==> src/hdl/mcss_pkg.sv <==
// ----------------------------------------------------------------------------
// Markov chain state sampler package
// Shared widths, command and register codes, and the channel word types.
// ----------------------------------------------------------------------------
package mcss_pkg;

   localparam int MAX_STATES = 16;
   localparam int STATE_BITS = $clog2(MAX_STATES);
   localparam int PROB_BITS  = 16;
   localparam int PROB_W     = PROB_BITS + 1;
   localparam int LEVEL_BITS = 20;
   localparam int SUM_W      = PROB_W + STATE_BITS;
   localparam int ADDR_W     = 2 * STATE_BITS;
   localparam int NUM_W      = STATE_BITS + 1;
   localparam int UNI_W      = 16;
   localparam int STEP_W     = 16;
   localparam int CSR_AW     = 4;
   localparam int CSR_DW     = 32;

   localparam logic [1:0] CMD_LOAD_PROB  = 2'd0;
   localparam logic [1:0] CMD_LOAD_LEVEL = 2'd1;
   localparam logic [1:0] CMD_RESTART    = 2'd2;
   localparam logic [1:0] CMD_STEP       = 2'd3;

   localparam logic [1:0] REG_NUM_STATES = 2'd0;
   localparam logic [1:0] REG_START      = 2'd1;
   localparam logic [1:0] REG_RUN_LENGTH = 2'd2;

   typedef struct packed {
      logic [1:0]            command;
      logic [STATE_BITS-1:0] row;
      logic [STATE_BITS-1:0] column;
      logic [PROB_W-1:0]     probability;
      logic [LEVEL_BITS-1:0] level;
      logic [UNI_W-1:0]      uniform;
   } req_type;

   typedef struct packed {
      logic [STATE_BITS-1:0] state_index;
      logic [LEVEL_BITS-1:0] state_level;
      logic [STEP_W-1:0]     timestep;
      logic                  last;
   } rsp_type;

   typedef struct packed {
      logic                  start;
      logic [STATE_BITS-1:0] row;
      logic [UNI_W-1:0]      uniform;
      logic [STATE_BITS-1:0] last_idx;
   } walk_req_type;

   typedef struct packed {
      logic                  done;
      logic [STATE_BITS-1:0] chosen;
   } walk_rsp_type;

endpackage

==> src/hdl/mcss_prob_ram.sv <==
// ----------------------------------------------------------------------------
// Transition probability memory
// One write port and one read port with registered read data.
// ----------------------------------------------------------------------------
module mcss_prob_ram (
   input  logic                              clock,
   input  logic                              wr_en,
   input  logic [mcss_pkg::ADDR_W-1:0]       wr_addr,
   input  logic [mcss_pkg::PROB_W-1:0]       wr_data,
   input  logic [mcss_pkg::ADDR_W-1:0]       rd_addr,
   output logic [mcss_pkg::PROB_W-1:0]       rd_data
);

   logic [mcss_pkg::PROB_W-1:0] mem [mcss_pkg::MAX_STATES*mcss_pkg::MAX_STATES];
   logic [mcss_pkg::PROB_W-1:0] rd_data_ff;

   always_ff @(posedge clock) begin
      if (wr_en) begin
         mem[wr_addr] <= wr_data;
      end
      rd_data_ff <= mem[rd_addr];
   end

   assign rd_data = rd_data_ff;

endmodule

==> config.mk <==
export PLATFORM = sky130hd
export DESIGN_NAME = mcss_prob_ram
export DESIGN_NICKNAME = d
export VERILOG_FILES = /design/src/hdl/mcss_pkg.sv /design/src/hdl/mcss_prob_ram.sv
export SDC_FILE = /design/constraint.sdc
export NUM_CORES = 2
export LEC_CHECK = 0
export BUFFER_PORTS_ARGS = -buffer_cell sky130_fd_sc_hd__buf_4
export CORE_ASPECT_RATIO = 0.8
export CORE_UTILIZATION = 45
export CTS_CLUSTER_SIZE = 28
export DETAILED_ROUTE_END_ITERATION = 6
export PLACE_DENSITY = 0.57
export SLEW_MARGIN = 30
export SYNTH_ARGS = -nofsm -noshare
export SYNTH_HDL_FRONTEND = slang
export SYNTH_MEMORY_MAX_BITS = 65536
export SYNTH_SLANG_ARGS = --single-unit
==> constraint.sdc <==
create_clock -name clock -period 6.1 [get_ports clock]
set_input_delay 0.915 -clock clock [delete_from_list [all_inputs] [get_ports clock]]
set_output_delay 0.915 -clock clock [all_outputs]
set_load 0.01 [all_outputs]
==> results.json <==
{
  "cts_max_level": 5,
  "clockBufferDepth": 4,
  "clkPwrFrac": 0.416,
  "synthAdderAreaFrac": 0,
  "hold_viol": 0,
  "status": "complete, but fails checks",
  "finalSetupViolations": 0,
  "rrSetupSlack_ns": 2.86,
  "synth-main-ff-cell": "edfxtp_1",
  "cp.required_ns": 7.03,
  "finClkSkew_ns": 0.0568,
  "drt_iter0_markers": 12400,
  "synth-xor-area-share": 0,
  "internal_power_mw": 48.8,
  "slew_headroom": 0.200,
  "critPathMaxFanout": 62,
  "hold_buffers": 0,
  "drv_slew": 0,
  "clk_latency_ns": 1.02,
  "vias": 84600,
  "avgSynthCellArea_um2": 21.8,
  "drc": 1,
  "cts-resized-gates": 0,
  "yosysUniqueCellTypes": 74,
  "final_core_util": 0.511,
  "wire_per_inst_um": 35.4,
  "drive_gt1_frac": 0.258,
  "path_clk_slew_ns": 0.06,
  "peakVddDrop_uv": 243,
  "start_util": 0.453,
  "yosysWarnings": 0,
  "period_share": 0.728,
  "dp_cells": 12800,
  "viasPerCell": 6.24,
  "ys_ff_latch": 4369,
  "syn_to_final_growth_pct": 12.8,
  "timing.rr.start": "mem[200][15]",
  "switching_share": 0.219,
  "grt_usage": 0.250,
  "worst-r2r-cell-count": 8,
  "place_congestion": 0.962,
  "die_area_mm2": 0.380,
  "seq_area_frac_synth": 0.772,
  "firstDrtPassIters": 7,
  "maxCapViolations": 0,
  "die_w_um": 689,
  "synth-compound-area-share": 0.0271,
  "synth_top_family_by_area": "multiplexers",
  "worstHoldPathType": "in -> reg",
  "grt_max_degree": 180,
  "cts_buffers": 422,
  "synth_fp_nets": 7832,
  "violations": "design-rule violations",
  "routed_wl_um": 480000,
  "cp-end-kind": "flop",
  "core_area_mm2": 0.375,
  "power_mw": 62.5,
  "ys_async_sr_fraction": 0,
  "postSynthCellCount": 7797,
  "seqPwrFrac": 0.531,
  "syn_area_mm2": 0.170,
  "p_leak_nw": 60.2,
  "cts_tree": "yes",
  "hold-path-cell-count": 1,
  "first_global_vias": 82100,
  "synth_edf_count": 4352,
  "numPortBuffers": 51,
  "start_kind": "input port",
  "muxShareOfSynthArea": 0.158,
  "final_nets": 8253,
  "drt.antenna.violating_nets": 0,
  "die_y_um": 551,
  "ios": 52,
  "fmax_mhz": 225,
  "critPathArrivalTime_ns": 5.37,
  "cts.sinks": 4369,
  "rsz0062_at_grt": "no",
  "antenna_found_initial": 28,
  "worstSetupPathType": "in -> reg",
  "synth-simple-area-share": 0.0219,
  "power_switching_mw": 13.7,
  "powerDensity_mw_per_mm2": 326,
  "r2r-end": "rd_data[15]",
  "tightest_slew_ns": 1.20,
  "post-dp-hpwl_um": 287000,
  "post-cts-setup-buffer-count": 0,
  "grt_pass1_wl_um": 664000,
  "combPwrFrac": 0.052,
  "finalCriticalPeriod_ns": 4.44,
  "min_to": "mem[121][15]",
  "grt_overflow": 0,
  "instances_no_fill": 13600,
  "rows": 201,
  "holdCritStartpoint": "wr_data[15]",
  "tns_ns": 0,
  "root_buffer": "clkbuf_16"
}
[worst max-delay path, stage by stage]
cell      delay (ns)
buf_16          0.38
buf_12          0.42
buf_4           0.52
mux2i_1         0.16
o22ai_1         0.70
o22ai_1         0.52
a311oi_2        0.76
nand4_1         0.19
nor3_1          0.25
buf_4           0.17
and4_1          0.16
[sequential cells by signal, indices dropped and copies added, names as in the netlist]
name / count
mem: 4352
rd_data: 17
[power by group through the flow]
stage                     Combinational [mW]  Clock (mW)  Sequential [mW]
after CTS                               3.24        26.4             33.2
after global routing                    3.40        27.4             33.2
after detailed placement                3.24           0             33.8
final                                   3.27        26.0             33.2
after floorplan                         1.68           0             33.8
after global placement                  3.18           0             33.8
[kinds of logic (layout without fill, tap and decap cells)]
kind of cell           count (synthesis)  count (layout)
AND/OR/NAND/NOR                      836             836
buffers and inverters                471            1244
AO/OA/AOI/OAI                        649             649
multiplexers                        1472            1472
other                                  0              10
flip-flops                          4369            4369
[through the flow]
step,setup WS [ns],cell area [um^2],hold slack [ns]
floorplan,2.98,170000,0.867
global placement,0.517,177000,1.15
detailed placement,0.664,178000,1.15
CTS,1.68,191000,0.305
global route,1.63,191000,0.257
finish,1.66,191000,0.299
[layout make-up]
cell class | count | area (um^2)
diodes | 10 | 25.0
fillers | 29300 | 184000
well taps | 4973 | 6220
clock inverters | 275 | 2620
repair buffers | 463 | 4520
flip-flops and latches | 4369 | 131000
clock buffers | 501 | 11000
multi-input cells | 2957 | 36000
inverters | 5 | 32.5
[cell usage in the layout (no fill, tap or decap), drive strengths merged, types with 8 or more instances in the layout]
cell / instances
a211oi: 17
a21oi: 108
a22o: 13
a22oi: 33
a31oi: 14
a32oi: 9
and3: 8
buf: 463
bufinv: 43
clkbuf: 501
clkinv: 198
clkinvlp: 17
dfxtp: 17
diode: 10
edfxtp: 4352
inv: 22
mux2: 20
mux2i: 509
mux4: 943
nand2: 216
nand3: 65
nand4: 21
nor2: 333
nor2b: 14
nor3: 109
nor4: 16
o21ai: 46
o221ai: 136
o22a: 11
o22ai: 186
o311a: 14
o311ai: 15
or3: 14
[synth_stat cells (all sizes together) (65+ instances only)]
library cell	n	area [um^2]
o22ai	186	1160
clkbuf	164	743
nor3	109	546
nand2	216	811
nor2	333	1250
o221ai	136	1200
mux4	943	21400
edfxtp	4352	131000
buf	301	2870
nand3	65	325
mux2i	509	5090
a21oi	108	541
[how the worst max path moves through the flow]
| stage | start | end | slack, ns |
|---|---|---|---|
| 2_1_floorplan | wr_addr[3] | mem[235][0] | 2.98 |
| 3_3_place_gp | rd_addr[0] | rd_data[15] | 0.52 |
| 3_5_place_dp | rd_addr[0] | rd_data[15] | 0.66 |
| 4_1_cts | rd_addr[0] | rd_data[15] | 1.68 |
| 5_1_grt | rd_addr[0] | rd_data[15] | 1.63 |
| 6_report | rd_addr[0] | rd_data[15] | 1.66 |
[layer usage]
layer,share of wire,track usage
met1,0.43,0.380
met5,0.000096,0
met4,0.031,0.0680
met2,0.43,0.361
met3,0.11,0.0634
Power figures use the tool's default switching activity.
