`config.mk`:
```
export PLATFORM = sky130hd
export DESIGN_NAME = mcss_walk
export DESIGN_NICKNAME = d
export VERILOG_FILES = /design/src/hdl/mcss_pkg.sv /design/src/hdl/mcss_walk.sv
export SDC_FILE = /design/constraint.sdc
export NUM_CORES = 1
export LEC_CHECK = 0
export BUFFER_PORTS_ARGS = -buffer_cell sky130_fd_sc_hd__buf_2
export CELL_PAD_IN_SITES_DETAIL_PLACEMENT = 1
export CELL_PAD_IN_SITES_GLOBAL_PLACEMENT = 1
export CORE_ASPECT_RATIO = 1.25
export CORE_MARGIN = 2
export CORE_UTILIZATION = 27
export CTS_CLUSTER_SIZE = 40
export DETAILED_ROUTE_END_ITERATION = 10
export GPL_TIMING_DRIVEN = 0
export PLACE_DENSITY_LB_ADDON = 0.1
export RECOVER_POWER = 100
export SETUP_SLACK_MARGIN = 0.4
export SLEW_MARGIN = 20
export SYNTH_ARGS = -nofsm -noshare
export SYNTH_HDL_FRONTEND = slang
export SYNTH_SLANG_ARGS = --single-unit
```
`constraint.sdc`:
```
create_clock -name clock -period 13.2 [get_ports clock]
set_input_delay 2.64 -clock clock [delete_from_list [all_inputs] [get_ports clock]]
set_output_delay 2.64 -clock clock [all_outputs]
set_load 0.1 [all_outputs]
```
`src/hdl/mcss_pkg.sv`:
```
// ----------------------------------------------------------------------------
// Markov chain state sampler package
// Shared widths, command and register codes, and the channel word types.
// ----------------------------------------------------------------------------
package mcss_pkg;

   localparam int MAX_STATES = 16;
   localparam int STATE_BITS = $clog2(MAX_STATES);
   localparam int PROB_BITS  = 16;
   localparam int PROB_W     = PROB_BITS + 1;
   localparam int LEVEL_BITS = 20;
   localparam int SUM_W      = PROB_W + STATE_BITS;
   localparam int ADDR_W     = 2 * STATE_BITS;
   localparam int NUM_W      = STATE_BITS + 1;
   localparam int UNI_W      = 16;
   localparam int STEP_W     = 16;
   localparam int CSR_AW     = 4;
   localparam int CSR_DW     = 32;

   localparam logic [1:0] CMD_LOAD_PROB  = 2'd0;
   localparam logic [1:0] CMD_LOAD_LEVEL = 2'd1;
   localparam logic [1:0] CMD_RESTART    = 2'd2;
   localparam logic [1:0] CMD_STEP       = 2'd3;

   localparam logic [1:0] REG_NUM_STATES = 2'd0;
   localparam logic [1:0] REG_START      = 2'd1;
   localparam logic [1:0] REG_RUN_LENGTH = 2'd2;

   typedef struct packed {
      logic [1:0]            command;
      logic [STATE_BITS-1:0] row;
      logic [STATE_BITS-1:0] column;
      logic [PROB_W-1:0]     probability;
      logic [LEVEL_BITS-1:0] level;
      logic [UNI_W-1:0]      uniform;
   } req_type;

   typedef struct packed {
      logic [STATE_BITS-1:0] state_index;
      logic [LEVEL_BITS-1:0] state_level;
      logic [STEP_W-1:0]     timestep;
      logic                  last;
   } rsp_type;

   typedef struct packed {
      logic                  start;
      logic [STATE_BITS-1:0] row;
      logic [UNI_W-1:0]      uniform;
      logic [STATE_BITS-1:0] last_idx;
   } walk_req_type;

   typedef struct packed {
      logic                  done;
      logic [STATE_BITS-1:0] chosen;
   } walk_rsp_type;

endpackage

```
`src/hdl/mcss_walk.sv`:
```
// ----------------------------------------------------------------------------
// Row walk sequencer
// Reads one row entry per cycle and feeds a single accumulate and compare
// unit until the running sum reaches the draw or the row is exhausted.
// ----------------------------------------------------------------------------
module mcss_walk (
   input  logic                            clock,
   input  logic                            reset,
   input  mcss_pkg::walk_req_type          walk_req,
   input  logic [mcss_pkg::PROB_W-1:0]     rd_data,
   output logic [mcss_pkg::ADDR_W-1:0]     rd_addr,
   output mcss_pkg::walk_rsp_type          walk_rsp
);

   typedef enum logic {S_IDLE, S_WALK} state_type;

   state_type                         state_ff, state_in;
   logic [mcss_pkg::STATE_BITS-1:0]   k_ff, k_in;
   logic [mcss_pkg::STATE_BITS-1:0]   chk_ff, chk_in;
   logic [mcss_pkg::STATE_BITS-1:0]   row_ff, row_in;
   logic [mcss_pkg::STATE_BITS-1:0]   last_ff, last_in;
   logic [mcss_pkg::STATE_BITS-1:0]   chosen_ff, chosen_in;
   logic [mcss_pkg::UNI_W-1:0]        u_ff, u_in;
   logic [mcss_pkg::SUM_W-1:0]        sum_ff, sum_in;
   logic                              issue_ff, issue_in;
   logic                              dv_ff, dv_in;
   logic                              done_ff, done_in;
   logic [mcss_pkg::SUM_W-1:0]        new_sum;
   logic                              finish;

   assign new_sum = sum_ff + mcss_pkg::SUM_W'(rd_data);
   assign finish  = dv_ff && ((new_sum >= mcss_pkg::SUM_W'(u_ff)) || (chk_ff == last_ff));

   always_comb begin
      state_in  = state_ff;
      k_in      = k_ff;
      chk_in    = chk_ff;
      row_in    = row_ff;
      last_in   = last_ff;
      chosen_in = chosen_ff;
      u_in      = u_ff;
      sum_in    = sum_ff;
      issue_in  = issue_ff;
      dv_in     = 1'b0;
      done_in   = 1'b0;
      case (state_ff)
         S_IDLE: begin
            if (walk_req.start) begin
               state_in = S_WALK;
               row_in   = walk_req.row;
               u_in     = walk_req.uniform;
               last_in  = walk_req.last_idx;
               k_in     = '0;
               sum_in   = '0;
               issue_in = 1'b1;
            end
         end
         S_WALK: begin
            if (issue_ff) begin
               dv_in  = 1'b1;
               chk_in = k_ff;
               if (k_ff == last_ff) begin
                  issue_in = 1'b0;
               end else begin
                  k_in = k_ff + 1'b1;
               end
            end
            if (dv_ff) begin
               sum_in = new_sum;
            end
            if (finish) begin
               state_in  = S_IDLE;
               done_in   = 1'b1;
               chosen_in = chk_ff;
               issue_in  = 1'b0;
               dv_in     = 1'b0;
            end
         end
         default: begin
            state_in = S_IDLE;
         end
      endcase
   end

   always_ff @(posedge clock) begin
      if (reset) begin
         state_ff <= S_IDLE;
         issue_ff <= 1'b0;
         dv_ff    <= 1'b0;
         done_ff  <= 1'b0;
      end else begin
         state_ff <= state_in;
         issue_ff <= issue_in;
         dv_ff    <= dv_in;
         done_ff  <= done_in;
      end
      k_ff      <= k_in;
      chk_ff    <= chk_in;
      row_ff    <= row_in;
      last_ff   <= last_in;
      chosen_ff <= chosen_in;
      u_ff      <= u_in;
      sum_ff    <= sum_in;
   end

   assign rd_addr         = {row_ff, k_ff};
   assign walk_rsp.done   = done_ff;
   assign walk_rsp.chosen = chosen_ff;

endmodule

```
==> impl_metrics.toml, run 1 <==
[outcome]
outcome = "complete, no violations"

[finish]
mostFrequentLayoutCells = "edfxtp_1 (57), buf_2 (39), ha_1 (34)"
fin_cells = 563
diodes = 0
drive_gt1_frac = 0.166
syn_to_final_growth_pct = 21.2
final_common_cell = "edfxtp_1"
nets = 466
fill_cells = 1525

[floorplanning]
coreArea_sq_mm = 0.0132
floorplan.initialDensity = 0.274
pin_count = 57
chipWidth_um = 107
row_count = 47
die_h_um = 133
die_area_sq_mm = 0.0143

[sta]
finalCritPeriodShare = 0.504
fin_setup_tns_ns = 0
finalMaxSlewViolations = 0
finalSetupViolCount = 0
slew_headroom = 0.221
fmaxAchievable_ghz = 0.150
clock_skew_ns = 0.00886
period_minus_slack_ns = 6.65
tightest_slew_ns = 1.17
finalHoldViolations = 0
finalWorstSetupSlack_ns = 6.55
rsz0062_at_grt = "false"

[routing]
drtIter0Drc = 82
wire_per_inst_um = 15.8
vias_per_cell = 4.63
totalWireLength_mm = 8.89
ant_nets = 0
drc = 0
dr.pass1.iters = 4
vias = 2608

[global_routing]
grt_max_degree = 25
grt_pass1_wl_mm = 14.4
grt_usage = 0.132
antenna_found_initial = 0
globalRoute.totalOverflow = 0
grt_pass1_vias = 2861

[setup_path]
path_class = "input pin to flop"
r2r_end = "chosen_ff[3]"
critical_path_peak_fanout = 5
critPathLaunchType = "input pin"
cp-end-kind = "flop"
reg2reg_depth = 16
cp.arrival_ns = 6.65
r2r_setup_slack_ns = 8.60
timing.rr.start = "sum_ff[0]"
critical_path_required_ns = 13.19

[placement]
dp_slack_ns = 6.35
io_buffer_count = 56
routabilityCongestion = 0.790
dp_hpwl_mm = 6.78
dp_cells = 547

[yosys]
avgSynthCellArea_sq_um = 11.3
synth_seq_cells = 61
synth_edf_count = 57
synth_cells = 320
syn_nets = 399
netlist_area_sq_mm = 0.00361
yosysWarnings = 0
synth_cell_type_count = 52
seq_area_frac_synth = 0.497
async_flop_share = 0
synthFlopType = "edfxtp_1"

[clock_tree]
worstSkewPairLatency_ns = 0.33
ctsResizeCount = 0
htreeDepth = 3
holdBufCountCts = 0
cts_root_buf = "clkbuf_16"
cts_sinks = 61
cts_inserted_buffers = 9
post-cts-setup-buffers = 0
cts_tree = "yes"
path_clk_slew_ns = 0.05
cts_buffer_depth = 2

[pwr]
ir_worst_vdd_v = 0.0000719
power_uw = 653
power_density_mw_per_mm2 = 149
leakage_uw = 0.00183

[job]
drv_cap = 0

[worst_hold_path]
min_path_type = "flop to flop"
min_path_cells = 0
hold_end = "chosen_ff[3]"
min_from = "chk_ff[3]"
-- critical path, stage by stage --
cell	delay (ns)
buf_2	0.10
ha_1	0.23
inv_1	0.08
fa_1	0.20
and2b_1	0.21
o2111ai_1	0.29
a21oi_1	0.21
o41a_2	0.45
a221oi_1	0.37
xnor2_1	0.17
ha_1	0.34
o21a_1	0.12
o21ai_0	0.09
a2111oi_0	0.41
nor3_1	0.13
o2111a_1	0.23
a21oi_1	0.37
-- synthesized netlist by cell type, types with 6 or more instances --
| master | count | area share |
|---|---|---|
| and2_1 | 14 | 0.024 |
| nor2_1 | 29 | 0.030 |
| xor2_1 | 15 | 0.036 |
| nor3_1 | 8 | 0.011 |
| a21o_1 | 7 | 0.015 |
| o21ai_0 | 13 | 0.018 |
| edfxtp_1 | 57 | 0.47 |
| ha_1 | 34 | 0.12 |
| o21a_1 | 6 | 0.012 |
| inv_1 | 26 | 0.027 |
| a21oi_1 | 15 | 0.021 |
| nand2_1 | 17 | 0.018 |
| xnor2_1 | 9 | 0.022 |
-- cells by family (layout without fill, tap and decap cells) --
group / count (synthesis) / after routing / share of synthesized area
simple gates: 95 / 95 / 0.132
fa+ha+maj: 35 / 35 / 0.123
flops: 61 / 61 / 0.497
compound gates: 71 / 71 / 0.146
xor+xnor: 24 / 24 / 0.0583
mux: 2 / 2 / 0.00555
buf+inv: 32 / 104 / 0.0378
-- sequential cells by signal, summed over array words and instances, names as in the netlist, 4 cells and up --
| signal | flops |
|---|---|
| chk_ff | 4 |
| last_ff | 4 |
| sum_ff | 21 |
| chosen_ff | 4 |
| row_ff | 4 |
| u_ff | 16 |
| k_ff | 4 |
-- cell type report --
type,count,area [sq um],share of cell area
clock buffer,10,229,0.0524
clock inverter,6,87.6,0.0200
tap,171,214,0.0489
buffer,6,38.8,0.00887
sequential,61,1790,0.410
timing repair buffer,56,259,0.0592
inverter,26,97.6,0.0223
multi-input combinational,227,1660,0.379
-- per-stage QoR --
step / hold slack, ns / instance area (sq um) / utilization
floorplan: 0.447 / 3610 / -
global placement: 0.483 / 4100 / 0.311
detailed placement: 0.485 / 4100 / 0.312
CTS: 0.498 / 4420 / 0.336
global route: 0.502 / 4370 / 0.332
finish: 0.491 / 4370 / 0.332
-- per-layer routing --
| metal | global-route usage | vias to the layer above | part of all wire |
|---|---|---|---|
| met5 | 0 | - | 0 |
| li1 | - | 1305 | - |
| met1 | 0.160 | 1250 | 0.45 |
| met4 | 0.0449 | 0 | 0.016 |
| met3 | 0.0289 | 8 | 0.032 |
| met2 | 0.231 | 45 | 0.50 |
-- worst max-delay path by stage --
stage               startpoint           end  slack (ns)  depth (start not counted)
finish              rd_data[0]  chosen_ff[3]        6.55                         17
global route        rd_data[0]  chosen_ff[0]        6.14                         17
CTS                 rd_data[0]  chosen_ff[1]        6.69                         17
detailed placement  rd_data[0]  chosen_ff[1]        6.35                         18
global placement    rd_data[0]  chosen_ff[0]        6.42                         17
floorplan           rd_data[0]  chosen_ff[0]        7.15                         16
-- where the power goes --
part / internal [uW] / switching [uW]
logic: 58.5 / 100
registers: 231 / 8.44
clock network: 165 / 89.2
No activity file was read; power rests on OpenSTA's default activity.
==> run 2: changes to the inputs <==
--- a/config.mk
+++ b/config.mk
@@ -5,6 +5,7 @@
 export SDC_FILE = /design/constraint.sdc
 export NUM_CORES = 1
 export LEC_CHECK = 0
+export ABC_AREA = 1
 export BUFFER_PORTS_ARGS = -buffer_cell sky130_fd_sc_hd__buf_2
 export CELL_PAD_IN_SITES_DETAIL_PLACEMENT = 1
 export CELL_PAD_IN_SITES_GLOBAL_PLACEMENT = 1
==> constraint.sdc (replaced) <==
create_clock -name clock -period 6.3 [get_ports clock]
set_input_delay 1.26 -clock clock [delete_from_list [all_inputs] [get_ports clock]]
set_output_delay 1.26 -clock clock [all_outputs]
set_load 0.1 [all_outputs]
==> run 2 against run 1 <==
Net effect:
- the run now ends with capacitance limit, slew limit left
- synthesized cell count increased by 41%
- power rose by 110%
- via count rose by 17%
- global-route usage grew 1.2 points
- die area increased by 6.6%
- sequential share of layout area is 2.4 points lower
- core utilization increased by 0.25 points
- combinational power rose by 120%
- wire length increased by 14%
- critical path depth grew 2
- hold slack got worse by 0.045 ns
==> impl_metrics.toml, run 2 <==
[outcome]
outcome = "finished with violations"
violations = "capacitance limit, slew limit"

[clock_tree]
post-cts-setup-buffers = 0
ctsResizeCount = 0
worstSkewPairLatency_ns = 0.33
holdBufCountCts = 0
htreeDepth = 3
path_clk_slew_ns = 0.06
cts_tree = "yes"
cts_root_buf = "clkbuf_16"
cts_sinks = 61
cts_buffer_depth = 2
cts_inserted_buffers = 9

[sta]
finalHoldViolations = 0
hold_ws_ns = 0.446
finalCritPeriodShare = 0.698
fin_setup_tns_ns = 0
tightest_slew_ns = 2.11
rsz0062_at_grt = "false"
fmaxAchievable_ghz = 0.228
finalSetupViolCount = 0
period_minus_slack_ns = 4.40
clock_skew_ns = 0.00833
finalMaxSlewViolations = 26
slew_headroom = -0.414
finalWorstSetupSlack_ns = 1.90

[finish]
syn_to_final_growth_pct = 20.4
fill_cells = 1650
seq_area_sq_mm = 0.00179
final_common_cell = "nand2_1"
drive_gt1_frac = 0.132
mostFrequentLayoutCells = "nand2_1 (113), inv_1 (88), edfxtp_1 (57)"
top_regs = "sum_ff (21), u_ff (16)"
largest_reg_flops = 21
multi_input_area_sq_mm = 0.00168
largest_register = "sum_ff"
nets = 597
diodes = 0

[yosys]
synth_compound_area_frac = 0.0494
synthMuxAreaShare = 0
yosysMostFrequentCell = "nand2_1"
ys_top_cells_by_area = "edfxtp_1 (44%), ha_1 (11%), nand2_1 (11%)"
synth_top_family_by_area = "simple AND/OR/NAND/NOR gates"
netlist_area_sq_mm = 0.00385
synth_cells = 451
synth_seq_cells = 61
synth_top_cell_by_area = "edfxtp_1"
synth_fa_ha_area_frac = 0.116
synth_xor_area_frac = 0.0477
synth_edf_count = 57
async_flop_share = 0
synthFlopType = "edfxtp_1"
yosysWarnings = 0
avgSynthCellArea_sq_um = 8.54
yosysTopAreaCellShare = 0.444
yosys.area_share.simple = 0.231
synth_common_cells = "nand2_1 (109), inv_1 (88), edfxtp_1 (57), nor2_1 (45), ha_1 (34)"
syn_nets = 530
synth_cell_type_count = 31
seq_area_frac_synth = 0.465

[routing]
wire_per_inst_um = 14.5
dr.pass1.iters = 4
ant_nets = 0
drtIter0Drc = 78
totalWireLength_mm = 10.1
vias_per_cell = 4.37
drc = 0
vias = 3052

[global_routing]
grt_max_degree = 26
grt_pass1_wl_mm = 17.0
globalRoute.totalOverflow = 0
grt_pass1_vias = 3373
antenna_found_initial = 0
grt_usage = 0.145

[floorplanning]
coreArea_sq_mm = 0.0139
pin_count = 57
chipWidth_um = 111
row_count = 48
die_area_sq_mm = 0.0153
die_h_um = 138
floorplan.initialDensity = 0.278

[setup_path]
critical-path-top-delay-family = "simple AND/OR/NAND/NOR gates"
cp_cell_sequence = "clkbuf_1, ha_1, nand2_1, nand3_1, a31oi_1, o21ai_0, inv_1, o21bai_1, xor2_1, inv_1, ha_1, nand3_1, nor3_1, a21oi_1, nand3_1, nor2_1, nand2_1, nand2_1, inv_1"
critical_path_peak_fanout = 6
cp.arrival_ns = 4.43
critPathLaunchType = "input pin"
critical_path_required_ns = 6.33
path_class = "input pin to flop"
max_stage_delay_ns = 0.39
slowest_stage = "ha_1"
critPathBufInv = 4
cp-end-kind = "flop"

[pwr]
power_uw = 1390
leakage_uw = 0.00225
p_clk_frac = 0.400
ir_worst_vdd_v = 0.000134
pwr-share-seq = 0.354
combPwrFrac = 0.246
power_density_mw_per_mm2 = 300
internal-power_uw = 950
p_sw_uw = 441
p_sw_frac = 0.317

[placement]
io_buffer_count = 56
routabilityCongestion = 0.774
dp_slack_ns = 1.66
dp_hpwl_mm = 8.11

[worst_hold_path]
min_path_type = "flop to flop"

[job]
drv_cap = 1
## run 2: cell types whose count changed after synthesis, moves of 6 or more
cell,delta
nand2_1,+92
inv_1,+62
nand3_1,+17
nor2_1,+16
and2_1,-11
o21ai_0,-8
a21o_1,-7
a21oi_1,+7
o21a_1,-6
## run 2: kinds of logic after synthesis
group | count (synthesis)
buffers and inverters | 93
DFF | 61
AOI/OAI and AO/OA | 35
and+or+nand+nor | 206
adders and majority gates | 35
xor gates and xnor gates | 21
## run 2: stage by stage
stage,util,std cells,cell area [sq um]
final,0.335,698,4640
after global placement,0.314,682,4350
after CTS,0.338,698,4690
after detailed placement,0.314,682,4360
after floorplan,-,451,3850
after global routing,0.335,698,4640
## run 2: power groups by stage
stage          Combinational [uW]  Sequential (uW)  Clock, uW
6_report                      343              492        556
5_1_grt                       398              496        592
4_1_cts                       358              493        573
3_5_place_dp                  356              501          0
3_3_place_gp                  346              500          0
2_1_floorplan                 222              524          0
## run 2: area by class of cell
type	count	share of cell area
flip-flops and latches	61	0.386
multi-input cells	297	0.362
inverters	90	0.0728
repair buffers	56	0.0566
clock buffers	10	0.0515
well taps	175	0.0472
clock inverters	6	0.0202
plain buffers	3	0.00324
## run 2: final timing paths
check | cells after the start | endpoint | startpoint | slack [ns]
min reg2reg | 1 | dv_ff | dv_ff | 0.45
min | 1 | dv_ff | dv_ff | 0.45
max | 19 | chosen_ff[3] | rd_data[2] | 1.90
max reg2reg | 18 | chosen_ff[3] | sum_ff[2] | 2.56
## run 2: layer usage
metal	share of wire	GRT usage
met1	0.45	0.174
met2	0.51	0.261
met3	0.025	0.0255
met4	0.014	0.0521
met5	0	0
==> run 3: changes to the inputs <==
==> constraint.sdc (replaced) <==
create_clock -name clock -period 4.3 [get_ports clock]
set_input_delay 0.86 -clock clock [delete_from_list [all_inputs] [get_ports clock]]
set_output_delay 0.86 -clock clock [all_outputs]
set_load 0.1 [all_outputs]
==> run 3 against run 2 <==
Net effect:
- the run still ends with capacitance limit, slew limit left
- non-clock buffer count rose by 1
- sequential share of layout area is 0.42 points lower
- power grew 47%
- cell count up 0.14%
- critical path depth increased by 2
- final area rose by 1.1%
- register-to-register slack got worse by 1.7 ns
- count of clock-buffer cells in the layout did not move
- largest power group unchanged
==> impl_metrics.toml, run 3 (synthesis results as in run 2) <==
[outcome]
outcome = "finished with violations"
violations = "capacitance limit, slew limit"

[clock_tree]
cts_sinks = 61
path_clk_slew_ns = 0.06
cts_tree = "yes"
cts_root_buf = "clkbuf_16"
worstSkewPairLatency_ns = 0.33
htreeDepth = 3
holdBufCountCts = 0
cts_inserted_buffers = 9
cts_buffer_depth = 2

[finish]
top_regs = "sum_ff (21), u_ff (16)"
nets = 598
syn_to_final_growth_pct = 21.8
final_common_cell = "nand2_1"
fill_cells = 1642
diodes = 0
largest_reg_flops = 21
seq_area_sq_mm = 0.00179
drive_gt1_frac = 0.155
mostFrequentLayoutCells = "nand2_1 (108), inv_1 (87), edfxtp_1 (57)"
multi_input_area_sq_mm = 0.00173
largest_register = "sum_ff"

[worst_hold_path]
min_path_type = "flop to flop"
hold_end = "dv_ff"
min_from = "dv_ff"
min_path_cells = 1

[routing]
vias = 3060
wire_per_inst_um = 14.6
dr.pass1.iters = 5
vias_per_cell = 4.38
drtIter0Drc = 87
totalWireLength_mm = 10.2
drc = 0
ant_nets = 0

[setup_path]
slowest_stage = "fa_1"
critPathLaunchType = "input pin"
path_class = "input pin to flop"
cp-end-kind = "flop"
r2r_end = "chosen_ff[3]"
cp.arrival_ns = 3.81
critical_path_required_ns = 4.40
cp_common_cell = "nand2_1"
critical_path_peak_fanout = 4
max_stage_delay_ns = 0.35
r2r_setup_slack_ns = 0.84
timing.rr.start = "sum_ff[2]"
reg2reg_depth = 18
cp_cell_sequence = "buf_2, ha_1, inv_1, fa_1, inv_1, nand2_1, nand2_1, and2_0, nand2_1, nand2_1, xor2_1, ha_1, nand3_1, nor2_2, buf_4, a21oi_1, nand3_1, nor2_1, nand2_2, nand2_4, inv_2"

[global_routing]
grt_max_degree = 26
use_met3 = 0.0255
grt_pass1_wl_mm = 17.0
grt_pass1_vias = 3373
globalRoute.totalOverflow = 0
use_met2 = 0.261
grt.busiest_layer = "met2"
antenna_found_initial = 0
grt_usage = 0.145
grt.met1_usage = 0.174

[floorplanning]
coreArea_sq_mm = 0.0139
pin_count = 57
row_count = 48
chipWidth_um = 111
die_area_sq_mm = 0.0153
floorplan.initialDensity = 0.278
die_h_um = 138

[pwr]
leakage_uw = 0.00226
p_sw_uw = 654
pwr-share-seq = 0.351
combPwrFrac = 0.251
internal-power_uw = 1400
ir_worst_vdd_v = 0.000197
p_clk_frac = 0.398
power_density_mw_per_mm2 = 437
p_sw_frac = 0.319

[job]
drv_cap = 1

[sta]
finalSetupViolCount = 0
finalCritPeriodShare = 0.862
fin_setup_tns_ns = 0
period_minus_slack_ns = 3.71
finalWorstSetupSlack_ns = 0.592
finalMaxSlewViolations = 26
rsz0062_at_grt = "false"
fmaxAchievable_ghz = 0.270
clock_skew_ns = 0.00795
finalHoldViolations = 0
slew_headroom = -0.414
tightest_slew_ns = 2.11

[placement]
routabilityCongestion = 0.774
dp_slack_ns = 0.0614
dp_hpwl_mm = 8.11
io_buffer_count = 56
==> run 3: area by class of cell <==
cell class | instances | share of cell area
buffer | 3 | 0.00320
inverter | 90 | 0.0720
tap | 175 | 0.0467
clock buffer | 10 | 0.0509
multi-input combinational | 297 | 0.368
timing repair buffer | 57 | 0.0576
sequential | 61 | 0.382
clock inverter | 6 | 0.0200
==> run 3: what timing repair did <==
action | CTS | global route
setup buffers | 0 | 1
resized for setup | 0 | 18
endpoints found under the setup margin | 0 | 8
==> run 3: critical path: cells and delay by family <==
family | cells | cell delay [ns]
fa+ha+maj | 3 | 0.87
buf+inv | 5 | 0.47
simple gates | 11 | 1.21
xor+xnor | 1 | 0.25
compound gates | 1 | 0.13
==> run 3: metrics by stage <==
step	total power (uW)	util	hold slack, ns	area [sq um]	std cells
3_5_place_dp	1260	0.314	0.443	4360	682
2_1_floorplan	1090	-	0.408	3850	451
4_1_cts	2090	0.338	0.458	4690	698
6_report	2050	0.338	0.446	4690	699
5_1_grt	2190	0.338	0.484	4690	699
3_3_place_gp	1240	0.314	0.420	4350	682
==> run 3: worst max-delay path by stage <==
stage                          start      endpoint  cells past startpoint
after floorplan           rd_data[0]  chosen_ff[0]                     22
after global placement    rd_data[0]  chosen_ff[3]                     23
after detailed placement  rd_data[0]  chosen_ff[3]                     23
after CTS                 rd_data[0]  chosen_ff[3]                     23
after global routing      rd_data[0]  chosen_ff[3]                     23
final                     rd_data[0]  chosen_ff[3]                     21
==> run 3: power by group through the flow <==
stage / sequential, uW / combinational [uW] / clock (uW)
after CTS: 722 / 524 / 839
after global placement: 733 / 506 / 0
after global routing: 726 / 596 / 867
final: 721 / 514 / 816
after detailed placement: 735 / 521 / 0
after floorplan: 768 / 325 / 0
==> run 3: routing by layer <==
metal | up-vias | part of all wire
li1 | 1579 | -
met1 | 1429 | 0.45
met2 | 44 | 0.51
met3 | 8 | 0.026
met4 | 0 | 0.014
met5 | - | 0
